==> src/hw/rtl/xyzluv_cbrt.sv <==
// pipelined integer cube root of y scaled by 2^28, one root bit per stage
module xyzluv_cbrt #(
  parameter int IN_W   = 16,
  parameter int ROOT_W = 15
) (
  input  logic              clk_i,
  input  logic              en_i,
  input  logic [IN_W-1:0]   y_i,
  output logic [IN_W-1:0]   y_o,
  output logic [ROOT_W-1:0] root_o
);

  localparam int SQ_W = 2 * ROOT_W;
  localparam int CU_W = 3 * ROOT_W;
  localparam int SCALE = 28;
  localparam logic [CU_W-1:0] ONE = CU_W'(1);

  logic [IN_W-1:0]   y_q   [ROOT_W];
  logic [ROOT_W-1:0] res_q [ROOT_W];
  logic [SQ_W-1:0]   sq_q  [ROOT_W];
  logic [CU_W-1:0]   cu_q  [ROOT_W];

  for (genvar s = 0; s < ROOT_W; s++) begin : g_stage
    localparam int B = ROOT_W - 1 - s;
    logic [IN_W-1:0]   y_in;
    logic [ROOT_W-1:0] res_in;
    logic [SQ_W-1:0]   sq_in;
    logic [CU_W-1:0]   cu_in;
    logic [CU_W-1:0]   res_x;
    logic [CU_W-1:0]   sq_x;
    logic [CU_W-1:0]   cand_sq;
    logic [CU_W-1:0]   cand_cu;
    logic [CU_W-1:0]   target;
    logic              fits;

    if (s == 0) begin : g_first
      assign y_in   = y_i;
      assign res_in = '0;
      assign sq_in  = '0;
      assign cu_in  = '0;
    end else begin : g_next
      assign y_in   = y_q[s-1];
      assign res_in = res_q[s-1];
      assign sq_in  = sq_q[s-1];
      assign cu_in  = cu_q[s-1];
    end

    assign res_x   = CU_W'(res_in);
    assign sq_x    = CU_W'(sq_in);
    assign cand_sq = sq_x + (res_x << (B + 1)) + (ONE << (2 * B));
    assign cand_cu = cu_in + (((sq_x << 1) + sq_x) << B)
                   + (((res_x << 1) + res_x) << (2 * B)) + (ONE << (3 * B));
    assign target  = CU_W'(y_in) << SCALE;
    assign fits    = cand_cu <= target;

    always_ff @(posedge clk_i) begin
      if (en_i) begin
        y_q[s] <= y_in;
        if (fits) begin
          res_q[s] <= res_in | ROOT_W'(ONE << B);
          sq_q[s]  <= cand_sq[SQ_W-1:0];
          cu_q[s]  <= cand_cu;
        end else begin
          res_q[s] <= res_in;
          sq_q[s]  <= sq_in;
          cu_q[s]  <= cu_in;
        end
      end
    end
  end

  assign y_o    = y_q[ROOT_W-1];
  assign root_o = res_q[ROOT_W-1];

endmodule

==> config.mk <==
export PLATFORM = sky130hd
export DESIGN_NAME = xyzluv_cbrt
export DESIGN_NICKNAME = d
export VERILOG_FILES = /design/src/hw/rtl/xyzluv_cbrt.sv
export SDC_FILE = /design/constraint.sdc
export NUM_CORES = 2
export LEC_CHECK = 0
export ABC_AREA = 1
export BUFFER_PORTS_ARGS = -buffer_cell sky130_fd_sc_hd__buf_2
export CAP_MARGIN = 5
export CORE_UTILIZATION = 50
export DETAILED_ROUTE_END_ITERATION = 10
export PLACE_DENSITY = 0.66
export RECOVER_POWER = 25
export SETUP_SLACK_MARGIN = 0.2
export SLEW_MARGIN = 20
export SYNTH_ARGS = -nofsm -noshare
export SYNTH_HDL_FRONTEND = slang
export SYNTH_SLANG_ARGS = --single-unit
==> constraint.sdc <==
create_clock -name clk_i -period 8.4 [get_ports clk_i]
set_clock_uncertainty 0.15 [all_clocks]
set_input_delay 0.42 -clock clk_i [delete_from_list [all_inputs] [get_ports clk_i]]
set_output_delay 0.42 -clock clk_i [all_outputs]
set_load 0.05 [all_outputs]
==> reports/metrics.csv <==
metric,value,unit
status,finished with violations,
violated checks,"capacitance limit, slew limit",
"FFs w/ async S/R, synth",0,%
hold_ws,0.232,ns
Top Family by Delay on Critical Path,compound AO/OA/AOI/OAI gates,
multi-input logic area,39300,sq um
Fmax achieved,137,MHz
htree depth,3,
fin. max-slew vios,111,
"slowest stage delay, CP",0.58,ns
crit-path max FO,67,
post-CTS resize count,0,
Fillers,12512,
CP Launch Type,register,
I/O Pins,49,
grt total ovfl,0,
Via Count,54297,
Worst Path Arrival,7.57,ns
CP endpoint,sq_q[1][155]$_SDFFCE_PP0P_,
Worst R2R Start,sq_q[1][127]$_SDFFCE_PP0P_,
most frequent cells in the layout,"nand2_1 (1910), inv_1 (1003), ha_1 (902), edfxtp_1 (849), a21oi_1 (609)",
DRC,0,
Mean Syn Cell Area,8.71,sq um
layout cells sized above 1,3.83,%
CP most frequent cell,nand2_1,
largest net degree at the start of global routing,148,
final setup fails,0,
maxcap violations,2,
Root Driver,clkbuf_16,
TNS Setup,0,ns
final RePlAce weighted congestion,0.934,
Starting DRT DRC Count,3939,
Core Rows,136,
first-pass GRT wire length,282000,microns
Mapped Nets,9055,
Worst-Skew Late Latency,0.75,ns
post-CTS setup buffer count,0,
initial antenna violation count,0,
synth top area cells,"edfxtp_1 (37%), ha_1 (16%), nand2_1 (10%), inv_1 (5.4%), xor2_1 (5.0%)",
Fin. Hold Viols,0,
flop2flop setup slack,1.10,ns
post-synth top area share,36.7,%
Wirelength per Cell,18.2,microns
Ys Warns,0,
Synth cell types,60,
CTS Buffer Depth,3,
"commonest non-fill, non-tap cell in the layout",nand2_1,
synthesized flop and latch total,849,
Worst Tran Pin Value,4.63,ns
Final Cycle Share,86.9,%
port bufs,48,
DR pass1 iterations,5,
RSZ-0062 raised after global routing,no,
"area leader, netlist",edfxtp_1,
Layout Utilization,54.6,%
post-DP HPWL,144000,microns
Crit. Startpoint,sq_q[1][127]$_SDFFCE_PP0P_,
Critical path buffers and inverters,2,
Initial Util,50.5,%
routed wire length,180000,microns
Post-synth top flop,edfxtp_1,
post-synthesis cell count,7973,
Levels on crit path,34,
Tightest Hold Check Type,input pin to register,
Worst Hold Launch,y_i[13],
kind of critical path,register to register,
CTS tree,done,
Crit Reg-Reg Endpoint,sq_q[1][155]$_SDFFCE_PP0P_,
die span in x,375,microns
CTS Buf Count,102,
worst-case reg-to-reg path depth,34,
Worst EP required,8.68,ns
"CTS clk-pin slew, worst paths",0.07,ns
vias in the first global route,51574,
CP Capture Type,register,
area of the mapped netlist,69500,sq um
GR Util All Layers,25.3,%
nets@finish,9104,
Crit-path slowest cell,buf_4,
sequential cell area,25500,sq um
vias per cell,5.48,
max_slew headroom,-209,%
die area,140000,sq um
"Seq/Total Area, Yosys",36.7,%
core footprint,138000,sq um
Post-synth EDFFs,849,
CTS Sinks,849,
Die Ht,375,microns
Tmin final,7.30,ns
Hold Buf Count CTS,17,
ANT nets after route,0,
Area Overhead vs Synth,8.20,%
-- flip-flops by register name (all words and copies together) (netlist names) --
name,flops
res_q,120
cu_q,307
sq_q,182
y_q,240
-- Yosys cell counts, drive strengths merged (4+ instances only) --
cell and instances:
nand3b 13, o22ai 7, ha 902, xnor2 176, and2 4, edfxtp 849
a31o 4, o21bai 44, nor3 89, a221oi 4, fa 162, a31oi 29
o221ai 7, or2 8, a21boi 31, o211ai 20, a211oi 16, xor2 396
o21a 16, clkbuf 74, inv 1008, nor2 419, nand4 70, buf 79
o21ai 314, a21oi 613, o2111ai 12, nand2 1925, and3 4, a22oi 5
a21o 48, nor4 26, nand3 578, o31ai 6
-- worst register-to-register path, delay by kind of cell (launching register included) --
| family | cells | cell delay [ns] |
|---|---|---|
| buf+inv | 2 | 0.62 |
| xor+xnor | 1 | 0.18 |
| fa+ha+maj | 5 | 1.83 |
| simple gates | 16 | 1.73 |
| flops | 1 | 0.49 |
| compound gates | 10 | 2.00 |
-- through the flow --
step,setup WS [ns],instance area [sq um],cells
4_1_cts,1.19,75200,9904
5_1_grt,0.499,75200,9904
3_5_place_dp,1.19,71400,9695
6_report,1.10,75200,9905
3_3_place_gp,1.41,71400,9695
2_1_floorplan,2.47,69500,7973
-- cells by family (layout without fill, tap and decap cells) --
kind of cell    after synthesis  after routing  share of synthesized area, %
compound gates             1187           1187                          9.55
xor+xnor                    572            572                          7.21
fa+ha+maj                  1064           1064                          20.9
buf+inv                    1161           1298                          6.69
flops                       849            849                          36.7
other cells                   0              1                             0
simple gates               3140           3140                          18.9
-- layer usage --
metal  routed length (microns)  track usage, %
met2                     88700            44.1
met4                      5030            7.26
met1                     78900            33.0
met3                      7570            2.75
met5                         0               0
-- layout make-up --
class,count,area share (%)
clock buffers,111,3.44
multi-input cells,5963,52.3
repair buffers,98,0.959
inverters,1008,5.03
well taps,1794,2.99
clock inverters,81,1.33
flip-flops and latches,849,33.9
diodes,1,0.00333
-- how the worst min path moves through the flow --
stage,to,slack (ns),cells after the start
3_5_place_dp,y_q[0][35]$_DFFE_PP_,0.29,0
2_1_floorplan,res_q[14][10]$_DFFE_PP_,0.28,0
5_1_grt,y_q[0][13]$_DFFE_PP_,0.21,2
3_3_place_gp,y_q[1][30]$_DFFE_PP_,0.28,0
4_1_cts,y_q[0][9]$_DFFE_PP_,0.17,2
6_report,y_q[0][13]$_DFFE_PP_,0.23,2
Power is not shown: default switching activity piles up to over one toggle a cycle in this logic, so the estimate is an artifact.
