$ cat src/hw/rtl/xyzluv_pkg.sv
// shared constants, types and white point tables for the xyz to luv converter
package xyzluv_pkg;

  localparam int SEL_W       = 3;
  localparam int WHITE_COUNT = 7;
  localparam int Q_W         = 23;
  localparam int UV_FRAC     = 20;
  localparam int DIFF_W      = 24;
  localparam int CHROMA_W    = 24;
  localparam int L_W         = 16;
  localparam int DATA_W      = 32;

  localparam int LUMA_THRESHOLD = 145;
  localparam int CUBE_K         = 116;
  localparam int CUBE_BIAS      = 32;
  localparam int CUBE_SHIFT     = 6;
  localparam int L_OFFSET       = 4096;
  localparam int LIN_A_W        = 21;
  localparam int LIN_K          = 9033;
  localparam int LIN_BIAS       = 320;
  localparam int LIN_RECIP      = 1677722;
  localparam int LIN_SHIFT      = 30;
  localparam int LIN_W          = 12;
  localparam int CHROMA_K       = 13;

  localparam logic REG_ILLUM_SEL = 1'b0;

  typedef enum logic [SEL_W-1:0] {
    ILLUM_E   = 3'd0,
    ILLUM_DIN = 3'd1,
    ILLUM_A   = 3'd2,
    ILLUM_A2  = 3'd3,
    ILLUM_C   = 3'd4,
    ILLUM_C2  = 3'd5,
    ILLUM_D65 = 3'd6
  } illum_e;

  localparam illum_e ILLUM_RESET = ILLUM_D65;

  // u'n of each white point, 20 fraction bits
  function automatic logic [UV_FRAC-1:0] white_upn(input logic [SEL_W-1:0] sel);
    logic [UV_FRAC-1:0] v;
    unique case (sel) inside
      ILLUM_E:           v = 20'd220753;
      ILLUM_DIN:         v = 20'd207553;
      ILLUM_A, ILLUM_A2: v = 20'd268380;
      ILLUM_C, ILLUM_C2: v = 20'd210625;
      default:           v = 20'd207418;
    endcase
    return v;
  endfunction

  // v'n of each white point, 20 fraction bits
  function automatic logic [UV_FRAC-1:0] white_vpn(input logic [SEL_W-1:0] sel);
    logic [UV_FRAC-1:0] v;
    unique case (sel) inside
      ILLUM_E:           v = 20'd496694;
      ILLUM_DIN:         v = 20'd491061;
      ILLUM_A, ILLUM_A2: v = 20'd549795;
      ILLUM_C, ILLUM_C2: v = 20'd483376;
      default:           v = 20'd491151;
    endcase
    return v;
  endfunction

endpackage

$ cat src/hw/rtl/xyzluv_light.sv
// lightness from cube root or linear segment, delayed to meet the divider
module xyzluv_light
  import xyzluv_pkg::*;
#(
  parameter int IN_W   = 16,
  parameter int ROOT_W = 15,
  parameter int LQ_W   = 16,
  parameter int DEPTH  = 6
) (
  input  logic              clk_i,
  input  logic              en_i,
  input  logic [IN_W-1:0]   y_i,
  input  logic [ROOT_W-1:0] root_i,
  output logic [LQ_W-1:0]   lq_o
);

  localparam int CUBE_W = ROOT_W + 7;
  localparam int PROD_W = 2 * LIN_A_W;

  logic [CUBE_W-1:0]  cube_q;
  logic [LIN_A_W-1:0] lin_a_q;
  logic               big_q;
  logic [LQ_W-1:0]    lq_q;
  logic [LQ_W-1:0]    dly_q [DEPTH];
  logic [PROD_W-1:0]  lin_p;
  logic [ROOT_W:0]    cube_l;
  logic [LQ_W-1:0]    lq_d;

  always_ff @(posedge clk_i) begin
    if (en_i) begin
      cube_q  <= CUBE_W'(root_i) * CUBE_W'(CUBE_K) + CUBE_W'(CUBE_BIAS);
      lin_a_q <= LIN_A_W'(y_i[7:0]) * LIN_A_W'(LIN_K) + LIN_A_W'(LIN_BIAS);
      big_q   <= y_i > IN_W'(LUMA_THRESHOLD);
    end
  end

  assign lin_p  = PROD_W'(lin_a_q) * PROD_W'(LIN_RECIP);
  assign cube_l = cube_q[CUBE_W-1:CUBE_SHIFT] - (ROOT_W + 1)'(L_OFFSET);
  assign lq_d   = big_q ? LQ_W'(cube_l) : LQ_W'(lin_p[LIN_SHIFT+LIN_W-1:LIN_SHIFT]);

  always_ff @(posedge clk_i) begin
    if (en_i) begin
      lq_q <= lq_d;
    end
  end

  for (genvar i = 0; i < DEPTH; i++) begin : g_dly
    always_ff @(posedge clk_i) begin
      if (en_i) begin
        dly_q[i] <= (i == 0) ? lq_q : dly_q[(i == 0) ? 0 : i - 1];
      end
    end
  end

  assign lq_o = dly_q[DEPTH-1];

endmodule

$ cat config.mk
export PLATFORM = sky130hd
export DESIGN_NAME = xyzluv_light
export DESIGN_NICKNAME = d
export VERILOG_FILES = /design/src/hw/rtl/xyzluv_pkg.sv /design/src/hw/rtl/xyzluv_light.sv
export SDC_FILE = /design/constraint.sdc
export NUM_CORES = 1
export LEC_CHECK = 0
export BUFFER_PORTS_ARGS = -buffer_cell sky130_fd_sc_hd__clkbuf_2
export CAP_MARGIN = 5
export CORE_ASPECT_RATIO = 0.6
export CORE_MARGIN = 2
export CORE_UTILIZATION = 60
export DETAILED_ROUTE_END_ITERATION = 10
export PLACE_DENSITY = 0.77
export SETUP_SLACK_MARGIN = 0.5
export SYNTH_ARGS = -nofsm -noshare
export SYNTH_HDL_FRONTEND = slang
export SYNTH_SLANG_ARGS = --single-unit
$ cat constraint.sdc
create_clock -name clk_i -period 11.2 [get_ports clk_i]
set_input_delay 2.24 -clock clk_i [delete_from_list [all_inputs] [get_ports clk_i]]
set_output_delay 2.24 -clock clk_i [all_outputs]
set_load 0.01 [all_outputs]
==> reports/metrics.yaml <==
synth:
  seq_area_frac_synth: 0.2946
  synth_largest_area_cell: "edfxtp_1"
  netlist_top_cells_area: "edfxtp_1, ha_1, fa_1, inv_1, xnor2_1"
  synth_edf_count: 150
  ys_warn_count: 0
  ys_types: 53
  synth.top_cell.area_share: 0.2946
  synth_common_cells: "inv_1, ha_1, fa_1, edfxtp_1, nand2_1"
  ys_seq_elements: 150
  syn_inst: 1295
  synthFlopType: "edfxtp_1"
  yosysMostFrequentCell: "inv_1"
  async_flop_share: 0
  syn_avg_cell_area_um2: 11.81
  syn_nets: 1813
  synth_area_mm2: 0.01529
finish:
  final_layout_size_suffix_gt1_frac: 0.07289
  syn2layout_area_growth_pct: 8.209
  antenna_cells: 0
  nets: 1877
  fillCellCount: 1897
  regArea_mm2: 0.004504
  multiInputGateArea_mm2: 0.009422
clocking:
  cts_tree: "yes"
  clkSlewWorstSetupHoldPaths_ns: 0.07
  cts_root_buf: "clkbuf_16"
  clk_path_buf_depth: 2
  cts_setup_buffers: 0
  numCtsBuffers: 17
  cts_resized: 0
  clkSinkCount: 150
  cts_hold_buf: 0
  clock_latency_ns: 0.43
  htree_levels: 4
timing:
  slew_viol_final: 0
  clock.fmax_mhz: 140.9
  setup_tns_ns: 0
  slew_headroom: 0.3821
  hold_viol: 0
  fin_crit_sh: 0.6336
  min_period_ns: 7.097
  rsz0062_at_grt: "no"
  worst_pin_slew_ns: 0.9269
  finalSetupViolCount: 0
  fin_worst_skew_ns: 0.01268
placed_design:
  port_buffers: 48
  post-dp-hpwl_um: 26780
  finalWeightedCongestion: 1.010
routing:
  first_pass_iters: 5
  wirelength_um: 31280
  drt-wirelength-per-cell_um: 18.39
  num_vias: 8999
  avgViaCountPerCell: 5.290
  final_antenna_net_count: 0
  drt_iter0_drc: 610
  drc: 0
global_routing:
  grt_max_degree: 104
  grt_overflow_total: 0
  track_usage: 0.2524
  grt_pass1_wl_um: 50250
  antenna_found_initial: 0
  first_global_vias: 9413
setup_path:
  cp-startpoint: "lin_a_q[2]$_DFFE_PP_"
  rr_worst_depth: 20
  start_kind: "flop"
  worstPathMaxFanout: 6
  path_class: "reg -> reg"
  arrival_ns: 7.28
  reg2reg_from: "lin_a_q[2]$_DFFE_PP_"
  cp.required_ns: 11.38
  end_kind: "flop"
hold_path:
  hold_depth: 0
  hp-class: "reg -> reg"
  worstHoldStart: "lq_q[13]$_SDFFCE_PN0P_"
die:
  dieWidth_um: 210.1
  start_util: 0.6075
  die_area_mm2: 0.02682
  core_area_mm2: 0.02517
  io_pins: 49
  num_rows: 45
  fp.dieH_um: 127.6
flow_run:
  maxCapViolCount: 0
status:
  status: "finished, final reports clean"
-- area by class of cell --
| class | instances | share of cell area |
|---|---|---|
| multi-input cells | 784 | 0.5695 |
| flip-flops and latches | 150 | 0.2723 |
| inverters | 357 | 0.08100 |
| well taps | 329 | 0.02488 |
| clock inverters | 14 | 0.01104 |
| repair buffers | 49 | 0.01535 |
| clock buffers | 18 | 0.02594 |
-- critical path, stage by stage, from the launching register on --
cell and delay (ns):
edfxtp_1 0.60, ha_1 0.51, xor2_1 0.25, ha_1 0.31, fa_1 0.53, fa_1 0.52
fa_1 0.53, fa_1 0.56, inv_1 0.06, fa_1 0.51, inv_1 0.05, ha_1 0.30
a21oi_1 0.17, o21ai_0 0.17, a221oi_2 0.44, a21oi_2 0.12, a2111oi_4 0.45, o31ai_4 0.16
o31ai_2 0.23, xor2_1 0.09, mux2_2 0.26
-- per-stage QoR --
stage	instance area (µm²)	utilization	std cells	setup slack (ns)	hold slack, ns
finish	16540	0.6573	1701	4.103	0.4084
floorplan	15290	-	1295	5.016	0.4003
global placement	15930	0.6330	1669	4.259	0.4011
global route	16540	0.6573	1701	3.822	0.4144
detailed placement	15930	0.6330	1669	4.201	0.4045
CTS	16540	0.6573	1701	4.120	0.4104
-- flip-flops by register name, indices dropped and copies added, names as in the netlist --
signal and cells:
lq_q 16, big_q 1, lin_a_q 21, cube_q 16, dly_q 96
-- cell families (layout without fill, tap and decap cells) --
family          Yosys count  after routing  share of synthesized area
fa+ha+maj               485            485                     0.4878
buf+inv                 361            438                    0.08912
flops                   150            150                     0.2946
compound gates          118            118                    0.05205
simple gates            115            115                    0.03830
xor+xnor                 64             64                    0.03666
mux                       2              2                   0.001473
-- metal layers --
metal / GRT usage / up-vias / routed length [µm]
li1: - / 4326 / -
met1: 0.4014 / 4432 / 16280
met2: 0.3288 / 231 / 11730
met3: 0.09538 / 10 / 3110
met4: 0.03755 / 0 / 153
met5: 0 / - / 0
-- final timing paths --
check                                end  slack, ns
setup / recovery      lq_q[11]$_DFFE_PP_       4.10
hold / removal    dly_q[0][13]$_DFFE_PP_       0.41
setup reg to reg      lq_q[11]$_DFFE_PP_       4.10
hold reg to reg   dly_q[0][13]$_DFFE_PP_       0.41
-- layout by cell type, fill, tap and decap left out, types with 9 or more instances in the layout --
master and instances:
inv_1 357, ha_1 300, fa_1 185, edfxtp_1 150, clkbuf_2 47, nand2_1 41, a21oi_1 38, xnor2_1 38
xor2_1 26, o21ai_0 25, clkbuf_16 17, nor2_1 16, a21o_1 11, nand3_1 11, nand4_1 9, o21bai_1 9
Power is not shown: default switching activity piles up to over one toggle a cycle in this logic, so the estimate is an artifact.
