==> config.mk <==
export PLATFORM = sky130hd
export DESIGN_NAME = xyzluv_div
export DESIGN_NICKNAME = d
export VERILOG_FILES = /design/src/hw/rtl/xyzluv_div.sv
export SDC_FILE = /design/constraint.sdc
export NUM_CORES = 2
export LEC_CHECK = 0
export BUFFER_PORTS_ARGS = -buffer_cell sky130_fd_sc_hd__buf_2
export CAP_MARGIN = 20
export CORE_MARGIN = 8
export CORE_UTILIZATION = 30
export DETAILED_ROUTE_END_ITERATION = 7
export PLACE_DENSITY = 0.4
export SLEW_MARGIN = 20
export SYNTH_ARGS = -nofsm -noshare
export SYNTH_HDL_FRONTEND = slang
export SYNTH_SLANG_ARGS = --single-unit
==> constraint.sdc <==
create_clock -name clk_i -period 8.8 [get_ports clk_i]
set_input_delay 2.2 -clock clk_i [delete_from_list [all_inputs] [get_ports clk_i]]
set_output_delay 2.2 -clock clk_i [all_outputs]
set_load 0.005 [all_outputs]
==> src/hw/rtl/xyzluv_div.sv <==
// pipelined restoring divider, one quotient bit per stage
module xyzluv_div #(
  parameter int NUM_W = 41,
  parameter int DEN_W = 21,
  parameter int QUO_W = 23
) (
  input  logic             clk_i,
  input  logic             rst_ni,
  input  logic             en_i,
  input  logic             valid_i,
  input  logic [NUM_W-1:0] num_i,
  input  logic [DEN_W-1:0] den_i,
  output logic             valid_o,
  output logic [QUO_W-1:0] quo_o
);

  logic             valid_q [QUO_W];
  logic [DEN_W-1:0] rem_q   [QUO_W];
  logic [QUO_W-1:0] low_q   [QUO_W];
  logic [DEN_W-1:0] den_q   [QUO_W];

  for (genvar s = 0; s < QUO_W; s++) begin : g_stage
    logic             valid_in;
    logic [DEN_W-1:0] rem_in;
    logic [QUO_W-1:0] low_in;
    logic [DEN_W-1:0] den_in;
    logic [DEN_W:0]   trial;
    logic [DEN_W:0]   diff;
    logic             ge;

    if (s == 0) begin : g_first
      assign valid_in = valid_i;
      assign rem_in   = DEN_W'(num_i[NUM_W-1:QUO_W]);
      assign low_in   = num_i[QUO_W-1:0];
      assign den_in   = den_i;
    end else begin : g_next
      assign valid_in = valid_q[s-1];
      assign rem_in   = rem_q[s-1];
      assign low_in   = low_q[s-1];
      assign den_in   = den_q[s-1];
    end

    assign trial = {rem_in, low_in[QUO_W-1]};
    assign diff  = trial - {1'b0, den_in};
    assign ge    = trial >= {1'b0, den_in};

    always_ff @(posedge clk_i or negedge rst_ni) begin
      if (!rst_ni) begin
        valid_q[s] <= 1'b0;
      end else if (en_i) begin
        valid_q[s] <= valid_in;
      end
    end

    always_ff @(posedge clk_i) begin
      if (en_i) begin
        rem_q[s] <= ge ? diff[DEN_W-1:0] : trial[DEN_W-1:0];
        low_q[s] <= {low_in[QUO_W-2:0], ge};
        den_q[s] <= den_in;
      end
    end
  end

  assign valid_o = valid_q[QUO_W-1];
  assign quo_o   = low_q[QUO_W-1];

endmodule

==> results.sh <==
export IMPL_status="completed"
export IMPL_cts_tree="built"
export IMPL_arrival_ps=5580
export IMPL_synth_top_flop_cell="edfxtp_1"
export IMPL_grtUsageMet1_pct=16.5
export IMPL_ys_async_sr_fraction_pct=1.56
export IMPL_die_y_um=510
export IMPL_cts_setup_buffers=0
export IMPL_clockPowerShare_pct=25.0
export IMPL_grt_pass1_wl_mm=252
export IMPL_fp_dieW_um=510
export IMPL_initialDrtViolationCount=2757
export IMPL_core_mm2=0.243
export IMPL_critical_path_top_delay_family="compound AO/OA/AOI/OAI gates"
export IMPL_top_usage_layer="met2"
export IMPL_fmax_mhz=202
export IMPL_power_switching_uw=10400
export IMPL_clkSinkCount=1476
export IMPL_synth_commonest_cells="edfxtp_1 (1453), inv_1 (628), ha_1 (481), a21oi_1 (475), nor2_1 (357)"
export IMPL_seq_power_share_pct=36.7
export IMPL_final_core_util_pct=34.4
export IMPL_ant_nets=0
export IMPL_synth_nets=6400
export IMPL_hpwl_mm=118
export IMPL_synth_edf_count=1453
export IMPL_dr_pass1_iters=5
export IMPL_r2r_end="rem_q[10][34]$_DFFE_PP_"
export IMPL_maxCapViolations=0
export IMPL_post_route_cells_drive_above_1_share_pct=10.1
export IMPL_via_per_inst=4.66
export IMPL_synthXorXnorAreaFrac_pct=4.51
export IMPL_nNetsFinal=6594
export IMPL_clk_latency_ps=830
export IMPL_hold_class="flop to flop"
export IMPL_p_leak_uw=0.0329
export IMPL_synth_cell_type_count=86
export IMPL_clk_pin_slew_ps=50
export IMPL_fillers=23800
export IMPL_cp_startpoint="den_i[1]"
export IMPL_r2r_start="low_q[10][22]$_DFFE_PP_"
export IMPL_fin_area_mm2=0.0836
export IMPL_yosysMostFrequentCell="edfxtp_1"
export IMPL_grt_max_degree=131
export IMPL_fin_crit_sh_pct=56.2
export IMPL_finalMaxSlewViolations=0
export IMPL_gr_total_overflow=0
export IMPL_ys_ff_latch=1476
export IMPL_required_ps=9440
export IMPL_cts_hold_buf=0
export IMPL_synth_top_area_share_pct=59.6
export IMPL_die_area_mm2=0.260
export IMPL_cp_depth=12
export IMPL_cp_max_fo=23
export IMPL_yosys_area_share_simple_pct=6.89
export IMPL_finalHoldViolCount=0
export IMPL_area_growth_pct=14.2
export IMPL_start_kind="primary input"
export IMPL_rrSetupSlack_ps=4420
export IMPL_cpMaxStageDelayCell="o21a_1"
export IMPL_h_tree_depth=4
export IMPL_post_dp_cell_area_mm2=0.0776
export IMPL_syn_inst=5831
export IMPL_fp_row_count=181
export IMPL_holdPathStages=0
export IMPL_synth_top_area_cell="edfxtp_1"
export IMPL_crit_path_end="rem_q[0][12]$_DFFE_PP_"
export IMPL_max_vdd_ir_drop_uv=193
export IMPL_crit_chain="buf_2, inv_1, ha_1, nor2b_1, o21ai_0, a21boi_0, nor4_1, o31a_1, nor4_1, o21a_1, inv_1, o31ai_1"
export IMPL_use_met2_pct=20.1
export IMPL_power_share_combinational_pct=38.3
export IMPL_yosysWarnings=0
export IMPL_tightest_slew_ps=1020
export IMPL_vias=43700
export IMPL_portBuffers=89
export IMPL_max_stage_delay_ps=850
export IMPL_synth_avg_cell_area_um2=12.6
export IMPL_grt_use_total_pct=12.2
export IMPL_gp_congestion=0.832
export IMPL_initial_core_util_pct=30.1
export IMPL_synth_top_family_by_area="compound AO/OA/AOI/OAI gates"
export IMPL_slew_headroom_pct=31.9
export IMPL_synth_mux_area_fraction_pct=3.15
export IMPL_clock_root_buffer="clkbuf_16"
export IMPL_setup_tns_ps=0
export IMPL_ys_top_cells_by_area="edfxtp_1 (60%), ha_1 (8.2%), a21oi_1 (3.2%)"
export IMPL_rsz0062_at_grt="no"
export IMPL_grt_util_met3_pct=2.01
export IMPL_cts_resized=0
export IMPL_synth_compound_area_share_pct=12.3
export IMPL_cts_buffer_depth=3
export IMPL_intPower_uw=19500
export IMPL_netlist_area_mm2=0.0732
export IMPL_crit_type="primary input to flop"
export IMPL_skew_ps=40.3
export IMPL_cp_end_kind="flop"
export IMPL_synth_fa_ha_area_share_pct=8.82
export IMPL_num_io_pins=90
export IMPL_route_detailed_drc=0
export IMPL_yosysSeqAreaShare_pct=60.4
export IMPL_switching_share_pct=34.8
export IMPL_path_buf_inv=3
export IMPL_finalSetupViolCount=0
export IMPL_antenna_found_initial=4
export IMPL_drt_total_wl_mm=162
export IMPL_hold_ws_ps=409
export IMPL_grt_pass1_vias=43500
export IMPL_r2r_cells=13
export IMPL_cts_inserted_buffers=179
export IMPL_cellPowerDensity_mw_per_mm2=358
export IMPL_period_needed_ps=4950
export IMPL_wl_per_cell_um=17.3
-- kinds of logic (layout without fill, tap and decap cells) --
family          Yosys count  after routing
other cells               0              1
flops                  1476           1476
simple gates           1095           1095
buf+inv                 744           1082
fa+ha+maj               503            503
xor+xnor                377            377
mux                     206            206
compound gates         1430           1430
-- layout by cell type (no fill, tap or decap), types with 24 or more instances in the layout --
cell	synthesis	final
edfxtp_1	1453	1453
clkbuf_1	81	33
ha_1	481	481
nand2b_1	40	40
inv_1	628	628
a21oi_1	475	474
buf_4	9	32
nand2_1	323	323
nor2_1	357	357
and3_1	31	31
o21ai_1	46	45
bufinv_16	0	24
nor2b_1	47	47
a21o_1	219	219
o21bai_1	69	69
xnor2_1	240	240
xor2_1	137	137
clkinv_1	0	34
a211oi_1	39	38
nand3_1	81	81
o21a_1	42	42
o31ai_1	29	29
nor3_1	54	54
nand4_1	65	65
clkinv_2	0	29
o21ai_0	266	263
a31oi_1	51	51
buf_2	17	88
mux2_2	180	180
clkbuf_16	0	180
-- layout make-up --
cell class / instances / area (um^2) / area share [%]
clock buffers: 215 / 4660 / 5.57
well taps: 3202 / 4010 / 4.79
clock inverters: 110 / 1310 / 1.57
repair buffers: 128 / 841 / 1.01
multi-input cells: 3611 / 26200 / 31.4
diodes: 1 / 2.50 / 0.00299
flip-flops and latches: 1476 / 44200 / 52.9
inverters: 629 / 2360 / 2.82
-- power groups by stage --
stage	clock network (uW)	registers, uW	logic [uW]
6_report	7470	11000	11500
5_1_grt	8030	11200	12900
4_1_cts	7800	11000	11600
3_5_place_dp	0	11100	11500
3_3_place_gp	0	11200	11500
2_1_floorplan	0	10600	8870
-- per-stage QoR --
stage          std cells  worst slack [ps]  power (uW)
2_1_floorplan       5831              4130       19500
3_3_place_gp        9046              2940       22700
3_5_place_dp        9046              3010       22600
4_1_cts             9371              3930       30400
5_1_grt             9372              3540       32100
6_report            9372              3850       29900
-- flip-flops by register name, indices dropped and copies added, names as in the netlist --
| register | flops |
|---|---|
| den_q | 462 |
| rem_q | 462 |
| low_q | 529 |
| valid_o | 1 |
| g_stage.valid_in | 22 |
-- how the worst min path moves through the flow --
stage / slack, ps / endpoint / start
floorplan: 400 / low_q[0][24]$_DFFE_PP_ / low_q[0][0]$_DFFE_PP_
global placement: 400 / low_q[2][25]$_DFFE_PP_ / low_q[2][1]$_DFFE_PP_
detailed placement: 400 / low_q[0][43]$_DFFE_PP_ / low_q[0][19]$_DFFE_PP_
CTS: 400 / low_q[7][29]$_DFFE_PP_ / low_q[7][5]$_DFFE_PP_
global route: 410 / low_q[6][5]$_DFFE_PP_ / low_q[5][27]$_DFFE_PP_
finish: 410 / low_q[7][29]$_DFFE_PP_ / low_q[7][5]$_DFFE_PP_
-- metal layers --
metal	routed length [um]	vias to the layer above	share of wire, %
met5	0	-	0
met4	4360	0	2.7
met3	5640	245	3.5
met2	74700	642	46
met1	77200	20900	48
li1	-	21900	-
-- worst reg2reg max path, cell delays in order, from the launching register on --
cell      delay, ps
edfxtp_1        370
inv_1           110
ha_1            190
inv_1            60
fa_1            390
a21o_1          190
a21oi_1         270
o21ai_0         200
a211o_1         390
a31o_2          320
a221oi_2        300
o21ai_1         160
a31oi_4         760
mux2_2          420
Power figures use the tool's default switching activity.
